==> src/rtl/assert_macros.svh <==
// Assertion macros for the SHA-256 hasher.
`ifndef ASSERT_MACROS_SVH
`define ASSERT_MACROS_SVH
`ifndef SYNTH
`define CHK_IMPL(label, clk, rstn, ante, cons) \
  label: assert property (@(posedge clk) disable iff (!rstn) (ante) |-> (cons)) \
    else $error("check failed");
`define CHK_NEXT(label, clk, rstn, ante, cons) \
  label: assert property (@(posedge clk) disable iff (!rstn) (ante) |=> (cons)) \
    else $error("check failed");
`else
`define CHK_IMPL(label, clk, rstn, ante, cons)
`define CHK_NEXT(label, clk, rstn, ante, cons)
`endif
`endif

==> src/rtl/sha256_pkg.sv <==
// ---------------------------------------------------------------------------
// sha256_pkg
// Constants, types and round functions shared by the SHA-256 hasher.
// ---------------------------------------------------------------------------
`timescale 1ns / 1ps
package sha256_pkg;

  localparam int WinDepth = 16;
  localparam int WinAw    = 4;
  localparam logic [60:0] CountMax = {61{1'b1}};

  typedef enum logic [3:0] {
    ST_IDLE,    // wait for a request
    ST_PUT,     // write a byte into the window (read-modify-write)
    ST_PADCHK,  // decide next pad byte
    ST_LD,      // load working variables
    ST_RD,      // issue schedule reads
    ST_RND,     // one round
    ST_FIN,     // add working vars into hash
    ST_OUT      // deliver digest words
  } state_t;

  function automatic logic [31:0] rotr(input logic [31:0] x, input int n);
    rotr = (x >> n) | (x << (32 - n));
  endfunction

  function automatic logic [31:0] round_k(input logic [5:0] t);
    case (t)
      6'd0: round_k = 32'h428a2f98;  6'd1: round_k = 32'h71374491;
      6'd2: round_k = 32'hb5c0fbcf;  6'd3: round_k = 32'he9b5dba5;
      6'd4: round_k = 32'h3956c25b;  6'd5: round_k = 32'h59f111f1;
      6'd6: round_k = 32'h923f82a4;  6'd7: round_k = 32'hab1c5ed5;
      6'd8: round_k = 32'hd807aa98;  6'd9: round_k = 32'h12835b01;
      6'd10: round_k = 32'h243185be; 6'd11: round_k = 32'h550c7dc3;
      6'd12: round_k = 32'h72be5d74; 6'd13: round_k = 32'h80deb1fe;
      6'd14: round_k = 32'h9bdc06a7; 6'd15: round_k = 32'hc19bf174;
      6'd16: round_k = 32'he49b69c1; 6'd17: round_k = 32'hefbe4786;
      6'd18: round_k = 32'h0fc19dc6; 6'd19: round_k = 32'h240ca1cc;
      6'd20: round_k = 32'h2de92c6f; 6'd21: round_k = 32'h4a7484aa;
      6'd22: round_k = 32'h5cb0a9dc; 6'd23: round_k = 32'h76f988da;
      6'd24: round_k = 32'h983e5152; 6'd25: round_k = 32'ha831c66d;
      6'd26: round_k = 32'hb00327c8; 6'd27: round_k = 32'hbf597fc7;
      6'd28: round_k = 32'hc6e00bf3; 6'd29: round_k = 32'hd5a79147;
      6'd30: round_k = 32'h06ca6351; 6'd31: round_k = 32'h14292967;
      6'd32: round_k = 32'h27b70a85; 6'd33: round_k = 32'h2e1b2138;
      6'd34: round_k = 32'h4d2c6dfc; 6'd35: round_k = 32'h53380d13;
      6'd36: round_k = 32'h650a7354; 6'd37: round_k = 32'h766a0abb;
      6'd38: round_k = 32'h81c2c92e; 6'd39: round_k = 32'h92722c85;
      6'd40: round_k = 32'ha2bfe8a1; 6'd41: round_k = 32'ha81a664b;
      6'd42: round_k = 32'hc24b8b70; 6'd43: round_k = 32'hc76c51a3;
      6'd44: round_k = 32'hd192e819; 6'd45: round_k = 32'hd6990624;
      6'd46: round_k = 32'hf40e3585; 6'd47: round_k = 32'h106aa070;
      6'd48: round_k = 32'h19a4c116; 6'd49: round_k = 32'h1e376c08;
      6'd50: round_k = 32'h2748774c; 6'd51: round_k = 32'h34b0bcb5;
      6'd52: round_k = 32'h391c0cb3; 6'd53: round_k = 32'h4ed8aa4a;
      6'd54: round_k = 32'h5b9cca4f; 6'd55: round_k = 32'h682e6ff3;
      6'd56: round_k = 32'h748f82ee; 6'd57: round_k = 32'h78a5636f;
      6'd58: round_k = 32'h84c87814; 6'd59: round_k = 32'h8cc70208;
      6'd60: round_k = 32'h90befffa; 6'd61: round_k = 32'ha4506ceb;
      6'd62: round_k = 32'hbef9a3f7; default: round_k = 32'hc67178f2;
    endcase
  endfunction

  function automatic logic [31:0] init_h(input logic [2:0] i);
    case (i)
      3'd0: init_h = 32'h6a09e667; 3'd1: init_h = 32'hbb67ae85;
      3'd2: init_h = 32'h3c6ef372; 3'd3: init_h = 32'ha54ff53a;
      3'd4: init_h = 32'h510e527f; 3'd5: init_h = 32'h9b05688c;
      3'd6: init_h = 32'h1f83d9ab; default: init_h = 32'h5be0cd19;
    endcase
  endfunction

endpackage

==> src/rtl/sha256_message_hasher_top.sv <==
// ---------------------------------------------------------------------------
// sha256_message_hasher_top
// SHA-256 hasher: one byte per request; a byte request passes through accept,
// read-modify-write of the schedule memory, and the next-step decision (or
// compression, after the last byte of a block). A full 64-byte block is
// compressed by a load step, one schedule read for each of rounds 0..15,
// four schedule reads for each of rounds 16..63 (through the single read
// port), and a step to add the working variables into the hash. On end of
// message each pad byte (0x80, zero fill, length) is chosen, then written;
// then the eight digest words follow, one per accepted output request. The
// input stays stalled from the accepted request until the block is idle again.
// ---------------------------------------------------------------------------
`timescale 1ns / 1ps
`include "assert_macros.svh"
module sha256_message_hasher_top
  import sha256_pkg::*;
(
  input  logic        clk,
  input  logic        rst_n,
  input  logic        in_valid,
  output logic        in_stall,
  input  logic [7:0]  in_byte_value,
  input  logic        in_byte_present,
  input  logic        in_end_of_message,
  output logic        out_valid,
  input  logic        out_stall,
  output logic [2:0]  out_word_index,
  output logic [31:0] out_digest_word,
  output logic        out_last_word,
  output logic        out_length_overflow
);

  // schedule window memory
  logic [31:0] win_mem [WinDepth];
  logic [WinAw-1:0] rd_addr, wr_addr;
  logic [31:0] rd_data_r, wr_data;
  logic wr_en;

  always_ff @(posedge clk) begin
    if (wr_en) win_mem[wr_addr] <= wr_data;
    rd_data_r <= win_mem[rd_addr];
  end

  state_t state_r, state_nxt;
  logic [60:0] cnt_r, cnt_nxt;
  logic ovf_r, ovf_nxt;
  logic [31:0] h_r [8];
  logic [5:0] pos_r, pos_nxt;     // block position of byte in flight
  logic [7:0] byte_r, byte_nxt;
  logic pad_r, pad_nxt;           // finishing the message
  logic mark_r, mark_nxt;         // 0x80 byte still to place
  logic len_r, len_nxt;           // placing the length bytes
  logic [5:0] t_r, t_nxt;
  logic [1:0] ph_r, ph_nxt;       // round read phase
  logic [31:0] a15_r, a2_r, a15_nxt, a2_nxt, w16_r, w16_nxt;
  logic [2:0] oidx_r, oidx_nxt;
  logic [63:0] bits;
  logic [255:0] hv, vars;
  logic rnd_load, rnd_step, h_add, h_init;
  logic [31:0] w_cur, s0w, s1w, wnew;

  assign bits = {cnt_r, 3'b000};
  always_comb for (int i = 0; i < 8; i++) hv[255-32*i -: 32] = h_r[i];

  // schedule expansion from read words
  assign s0w = rotr(a15_r, 7) ^ rotr(a15_r, 18) ^ (a15_r >> 3);
  assign s1w = rotr(a2_r, 17) ^ rotr(a2_r, 19) ^ (a2_r >> 10);
  assign wnew = w16_r + s0w + rd_data_r + s1w;
  assign w_cur = (t_r >= 6'd16) ? wnew : w16_r;

  sha256_round u_round (
    .clk(clk), .load(rnd_load), .load_val(hv), .step(rnd_step),
    .w(w_cur), .t(t_r), .vars(vars)
  );

  // next state and control
  always_comb begin
    logic [31:0] merged;
    logic [4:0] sh;
    state_nxt = state_r;
    cnt_nxt = cnt_r; ovf_nxt = ovf_r; pos_nxt = pos_r; byte_nxt = byte_r;
    pad_nxt = pad_r; mark_nxt = mark_r; len_nxt = len_r;
    t_nxt = t_r; ph_nxt = ph_r; oidx_nxt = oidx_r;
    a15_nxt = a15_r; a2_nxt = a2_r; w16_nxt = w16_r;
    rd_addr = pos_r[5:2]; wr_addr = pos_r[5:2]; wr_data = '0; wr_en = 1'b0;
    rnd_load = 1'b0; rnd_step = 1'b0; h_add = 1'b0; h_init = 1'b0;
    in_stall = 1'b1;
    sh = {~pos_r[1:0], 3'b000};
    merged = (pos_r[1:0] == 2'd0) ? ({24'd0, byte_r} << sh)
                                  : (rd_data_r | ({24'd0, byte_r} << sh));
    case (state_r)
      ST_IDLE: begin
        in_stall = 1'b0;
        if (in_valid) begin
          pad_nxt = in_end_of_message;
          mark_nxt = 1'b0;
          len_nxt = 1'b0;
          if (in_byte_present && cnt_r != CountMax) begin
            pos_nxt = cnt_r[5:0]; byte_nxt = in_byte_value;
            cnt_nxt = cnt_r + 61'd1;
            rd_addr = cnt_r[5:2];
            mark_nxt = in_end_of_message;
            state_nxt = ST_PUT;
          end else begin
            if (in_byte_present) ovf_nxt = 1'b1;
            if (in_end_of_message) begin
              pos_nxt = cnt_r[5:0]; byte_nxt = 8'h80;
              rd_addr = cnt_r[5:2];
              state_nxt = ST_PUT;
            end
          end
        end
      end
      ST_PUT: begin
        wr_en = 1'b1; wr_data = merged;
        if (pos_r == 6'd63) begin
          state_nxt = ST_LD;
        end else state_nxt = ST_PADCHK;
      end
      ST_PADCHK: begin
        // choose next pad byte, deliver the digest or finish the request
        if (!pad_r) state_nxt = ST_IDLE;
        else if (len_r && pos_r == 6'd63) begin
          state_nxt = ST_OUT; oidx_nxt = '0;
        end else begin
          pos_nxt = pos_r + 6'd1;
          state_nxt = ST_PUT;
          rd_addr = pos_nxt[5:2];
          if (mark_r) begin
            byte_nxt = 8'h80; mark_nxt = 1'b0;
          end else if (len_r || pos_nxt == 6'd56) begin
            byte_nxt = bits[{~pos_nxt[2:0], 3'b000} +: 8]; len_nxt = 1'b1;
          end else byte_nxt = 8'h00;
        end
      end
      ST_LD: begin
        rnd_load = 1'b1; t_nxt = '0; ph_nxt = '0;
        rd_addr = '0; state_nxt = ST_RD;
      end
      ST_RD: begin
        // phase 0: w[t] arrives; 1: w[t+1] arrives; 2: w[t+14] arrives
        case (ph_r)
          2'd0: begin
            w16_nxt = rd_data_r;
            if (t_r < 6'd16) begin
              state_nxt = ST_RND;
            end else begin
              rd_addr = t_r[3:0] + 4'd1; ph_nxt = 2'd1;
            end
          end
          2'd1: begin
            a15_nxt = rd_data_r; rd_addr = t_r[3:0] + 4'd14; ph_nxt = 2'd2;
          end
          default: begin
            a2_nxt = rd_data_r; rd_addr = t_r[3:0] + 4'd9; state_nxt = ST_RND;
          end
        endcase
      end
      ST_RND: begin
        rnd_step = 1'b1;
        wr_addr = t_r[3:0]; wr_data = wnew; wr_en = (t_r >= 6'd16);
        t_nxt = t_r + 6'd1; ph_nxt = 2'd0;
        rd_addr = t_r[3:0] + 4'd1;
        state_nxt = (t_r == 6'd63) ? ST_FIN : ST_RD;
      end
      ST_FIN: begin
        h_add = 1'b1;
        state_nxt = ST_PADCHK;
      end
      ST_OUT: begin
        if (!out_stall) begin
          oidx_nxt = oidx_r + 3'd1;
          if (oidx_r == 3'd7) begin
            h_init = 1'b1; cnt_nxt = '0; ovf_nxt = 1'b0; pad_nxt = 1'b0;
            mark_nxt = 1'b0; len_nxt = 1'b0;
            state_nxt = ST_IDLE;
          end
        end
      end
      default: state_nxt = ST_IDLE;
    endcase
  end

  always_ff @(posedge clk) begin
    if (!rst_n) begin
      state_r <= ST_IDLE; cnt_r <= '0; ovf_r <= 1'b0; pad_r <= 1'b0;
      mark_r <= 1'b0; len_r <= 1'b0;
      t_r <= '0; ph_r <= '0; oidx_r <= '0; pos_r <= '0;
      for (int i = 0; i < 8; i++) h_r[i] <= init_h(3'(i));
    end else begin
      state_r <= state_nxt; cnt_r <= cnt_nxt; ovf_r <= ovf_nxt; pad_r <= pad_nxt;
      mark_r <= mark_nxt; len_r <= len_nxt;
      t_r <= t_nxt; ph_r <= ph_nxt; oidx_r <= oidx_nxt; pos_r <= pos_nxt;
      if (h_init) for (int i = 0; i < 8; i++) h_r[i] <= init_h(3'(i));
      else if (h_add)
        for (int i = 0; i < 8; i++) h_r[i] <= h_r[i] + vars[255-32*i -: 32];
    end
  end

  always_ff @(posedge clk) begin
    byte_r <= byte_nxt;
    a15_r <= a15_nxt; a2_r <= a2_nxt; w16_r <= w16_nxt;
  end

  assign out_valid = (state_r == ST_OUT);
  assign out_word_index = oidx_r;
  assign out_digest_word = h_r[oidx_r];
  assign out_last_word = (oidx_r == 3'd7);
  assign out_length_overflow = ovf_r;

  `CHK_IMPL(a_out_only_idle_no_in, clk, rst_n, out_valid, in_stall)
  `CHK_IMPL(a_last_idx, clk, rst_n, out_valid && out_last_word, out_word_index == 3'd7)
  `CHK_NEXT(a_done_idle, clk, rst_n, out_valid && !out_stall && out_last_word, !out_valid)

endmodule

==> src/rtl/sha256_round.sv <==
// ---------------------------------------------------------------------------
// sha256_round
// Working-variable register file and one SHA-256 round per cycle while step is high.
// ---------------------------------------------------------------------------
`timescale 1ns / 1ps
module sha256_round
  import sha256_pkg::*;
(
  input  logic            clk,
  input  logic            load,
  input  logic [255:0]    load_val,
  input  logic            step,
  input  logic [31:0]     w,
  input  logic [5:0]      t,
  output logic [255:0]    vars
);

  logic [31:0] v_r [8];
  logic [31:0] s1, ch, t1, s0, mj, t2;

  // compute round terms
  always_comb begin
    s1 = rotr(v_r[4], 6) ^ rotr(v_r[4], 11) ^ rotr(v_r[4], 25);
    ch = (v_r[4] & v_r[5]) ^ (~v_r[4] & v_r[6]);
    t1 = v_r[7] + s1 + ch + round_k(t) + w;
    s0 = rotr(v_r[0], 2) ^ rotr(v_r[0], 13) ^ rotr(v_r[0], 22);
    mj = (v_r[0] & v_r[1]) ^ (v_r[0] & v_r[2]) ^ (v_r[1] & v_r[2]);
    t2 = s0 + mj;
  end

  // load or advance variables
  always_ff @(posedge clk) begin
    if (load) begin
      for (int i = 0; i < 8; i++) v_r[i] <= load_val[255-32*i -: 32];
    end else if (step) begin
      v_r[7] <= v_r[6];
      v_r[6] <= v_r[5];
      v_r[5] <= v_r[4];
      v_r[4] <= v_r[3] + t1;
      v_r[3] <= v_r[2];
      v_r[2] <= v_r[1];
      v_r[1] <= v_r[0];
      v_r[0] <= t1 + t2;
    end
  end

  always_comb begin
    for (int i = 0; i < 8; i++) vars[255-32*i -: 32] = v_r[i];
  end

endmodule

==> config.mk <==
export PLATFORM = sky130hd
export DESIGN_NAME = sha256_message_hasher_top
export DESIGN_NICKNAME = d
export VERILOG_FILES = /design/src/rtl/sha256_pkg.sv /design/src/rtl/sha256_message_hasher_top.sv /design/src/rtl/sha256_round.sv
export VERILOG_INCLUDE_DIRS = /design/src /design/src/rtl
export SDC_FILE = /design/constraint.sdc
export NUM_CORES = 2
export LEC_CHECK = 0
export BUFFER_PORTS_ARGS = -buffer_cell sky130_fd_sc_hd__buf_2
export CAP_MARGIN = 0
export CORE_MARGIN = 2
export CORE_UTILIZATION = 65
export CTS_BUF_LIST = sky130_fd_sc_hd__clkbuf_8
export DETAILED_ROUTE_END_ITERATION = 8
export PLACE_DENSITY = 0.81
export SYNTH_ARGS = -nofsm -noshare
export SYNTH_HDL_FRONTEND = slang
export SYNTH_SLANG_ARGS = --single-unit
==> constraint.sdc <==
create_clock -name clk -period 13.8 [get_ports clk]
set_input_delay 2.76 -clock clk [delete_from_list [all_inputs] [get_ports clk]]
set_output_delay 2.76 -clock clk [all_outputs]
set_load 0.02 [all_outputs]
==> results.md <==
- Cells after Synth: 7828
- Setup TNS: 0 ns
- Clock Skew: 0.0489 ns
- Die Y: 353 µm
- Seq cells post-synth: 1280
- Final-report setup violation count: 0
- Min-delay worst type: flop to flop
- Top-area cell type share of the netlist area: 0.415
- First-pass GRT wire length: 370 mm
- Reg-to-Reg End: u_round.v_r[0][30]
- CTS Root Cell: clkbuf_8
- Net switching power: 4.25 mW
- Outcome: complete, no violations
- DP Area: 0.0812 mm²
- Critical Path End: u_round.v_r[0][30]
- FILL cells: 8972
- Row count: 128
- Worst-case clock buffer depth: 3
- Fmax: 92.7 MHz
- Unrepaired setup endpoints after global routing: false
- Initial Util: 0.653
- Post-CTS Setup Inserts: 0
- Number of synthesized flops with an enable pin: 1096
- VDD IR max: 0.171 mV
- Sink Count: 1280
- Cell variety after synth: 84
- Syn avg cell area: 10.1 µm²
- Routed WL per cell: 26.0 µm
- Gate power share: 0.328
- Ys async rst share: 0
- Reg-to-reg setup timing slack: 3.01 ns
- Clk pwr share: 0.294
- Mapped Nets: 8433
- Slew Viols, Final: 0
- Final hold vios: 0
- Fin area: 0.0856 mm²
- DPL Wire Length: 174 mm
- Crit path max fanout: 5
- Die area: 0.125 mm²
- Int Pwr: 7.67 mW
- DR iter-0 viols: 8291
- # DRC: 0
- Slew headroom: 0.0803
- Switching Fraction: 0.356
- Die width: 353 µm
- Router iterations before antenna repair: 9
- Inserted Clock Buffers: 211
- Post-synth top area cell: edfxtp_1
- Final wirelength: 250 mm
- Largest net degree at the start of global routing: 159
- Max_cap viols: 0
- Worst stage delay on the critical path: 0.59 ns
- Critical Path End Type: flop
- Arrival time at the worst endpoint: 11.47 ns
- Min Tclk post-route: 10.79 ns
- Register area share after synthesis: 0.461
- Primary FF master, synth: edfxtp_1
- Post-layout util: 0.705
- Seq pwr share: 0.378
- Worst-path clk slew: 0.07 ns
- Layout Area Growth over Synthesis: 7.92%
- PD cells: 139 mW/mm²
- Number of global-route vias before repair: 60.0k
- Hold bufs inserted after CTS: 0
- Worst Setup Start Kind: flop
- Setup ws final: 3.01 ns
- Port bufs: 52
- Grt ovf: 0
- Setup CP Type: flop to flop
- Setup WS pre-CTS: 3.28 ns
- Initial antenna violation count: 6
- Worst Tran Pin Value: 1.38 ns
- Vias post-DR: 63.1k
- Core area: 0.121 mm²
- I/O pins: 53
- Post-DRT Antenna Nets: 0
- Reg2Reg Depth: 39
- H-tree depth: 4
- Ranking of synthesized cells by area: edfxtp_1 42%, nand2_1 7.3%, ha_1 6.2%, fa_1 4.9%, dfxtp_1 4.6%
- CTS tree: done
- P_leak: 32.9 nW
- Final #Nets: 8407
- Worst hold margin: 0.490 ns
- GRT Util Overall: 0.393
- Commonest non-fill, non-tap cell in the layout: nand2_1
- Mean number of vias per cell: 6.56
- Global placement routability congestion: 1.02
- Crit path required time: 14.49 ns
- Synth warn: 0
- Critical-path top delay cell: o41ai_1
- Final period utilization: 0.782
- Layout cell share with drive strength beyond 1: 0.0823
- Worst-Skew Late Latency: 0.99 ns
- Most frequent cells in the layout: 1534 x nand2_1, 1096 x edfxtp_1, 510 x a21oi_1, 474 x inv_1, 422 x nor2_1
- Crit path launch: a15_r[16]
- Syn Std Cell Area: 0.0793 mm²
- Crit Reg-Reg Startpoint: a15_r[16]
- Post_cts resized: 0
[layer usage]
metal | up-vias | track usage | wire, µm
li1 | 28000 | - | -
met1 | 30400 | 0.500 | 91000
met2 | 3871 | 0.615 | 114000
met3 | 828 | 0.0845 | 27200
met4 | 2 | 0.248 | 17900
met5 | - | 0 | 15
[per-stage QoR]
step | std cells | total power, mW
6_report | 9616 | 11.9
5_1_grt | 9615 | 12.4
4_1_cts | 9612 | 11.9
3_5_place_dp | 9214 | 8.38
3_3_place_gp | 9214 | 8.29
2_1_floorplan | 7828 | 7.36
[worst min-delay path by stage]
stage,slack (ns),startpoint,cells after the start,end
finish,0.49,cnt_r[60],2,cnt_r[60]
floorplan,0.45,cnt_r[60],2,cnt_r[60]
global route,0.52,out_length_overflow,2,out_length_overflow
CTS,0.49,out_length_overflow,2,out_length_overflow
global placement,0.45,out_length_overflow,2,out_length_overflow
detailed placement,0.47,out_length_overflow,2,out_length_overflow
[cells by family after synthesis]
family                   Yosys count  synth area share
XOR/XNOR                         619            0.0687
buffers and inverters            819            0.0398
flip-flops                      1280             0.461
AO/OA/AOI/OAI                   1773             0.144
adder cells (fa/ha/maj)          610             0.114
AND/OR/NAND/NOR                 2550             0.136
multiplexers                     177            0.0351
[cells in the mapped netlist (all sizes together), types with 12 or more instances]
cell type  instances
o2111ai           12
nor3b             16
a221oi            19
o31ai             26
ha               396
nand3            115
a21oi            510
maj3              19
a22oi             63
and3              42
nand2           1541
o21a              62
clkbuf           308
mux4              77
inv              409
o21ai            367
a211oi            74
o22ai             37
mux2i             63
mux2              37
nor2             445
a2111oi           14
edfxtp          1096
fa               195
nor4              12
o211ai            80
a32oi             97
or2               21
and2              27
or3               43
a32o              32
nand2b            62
nor3             110
nand4             35
xnor2            357
buf               98
a21o             163
xor2             260
a211o             12
nor2b             54
dfxtp            184
o21bai            39
a31oi             55
[state kept, by name, summed over array words and instances (netlist names), 32 cells and up, named ones only]
register     cells
a2_r            32
u_round.v_r    256
h_r            256
rd_data_r       32
cnt_r           61
w16_r           32
a15_r           32
win_mem        512
[layout make-up]
| class | instances | area (µm²) | area share |
|---|---|---|---|
| clock buffer | 246 | 3390 | 0.0396 |
| timing repair buffer | 167 | 1150 | 0.0134 |
| antenna | 4 | 10.0 | 0.000117 |
| tap | 1625 | 2030 | 0.0238 |
| clock inverter | 152 | 1030 | 0.0121 |
| multi-input combinational | 5729 | 39800 | 0.465 |
| inverter | 413 | 1560 | 0.0182 |
| sequential | 1280 | 36600 | 0.428 |
[power by group through the flow]
stage	Sequential, mW	Combinational (mW)	Clock, mW
floorplan	4.46	2.90	0
global placement	4.57	3.72	0
detailed placement	4.57	3.81	0
CTS	4.49	3.83	3.53
global route	4.49	4.27	3.68
finish	4.50	3.91	3.51
[critical path, delay by kind of cell, from the launching register on]
family                   cells  cell delay [ns]
flip-flops                   1             0.45
multiplexers                 1             0.39
adder cells (fa/ha/maj)      8             3.43
XOR/XNOR                     5             1.04
buffers and inverters        2             0.08
AO/OA/AOI/OAI               18             4.09
AND/OR/NAND/NOR              5             1.02
Note: power is estimated with default switching activity, not from simulation.
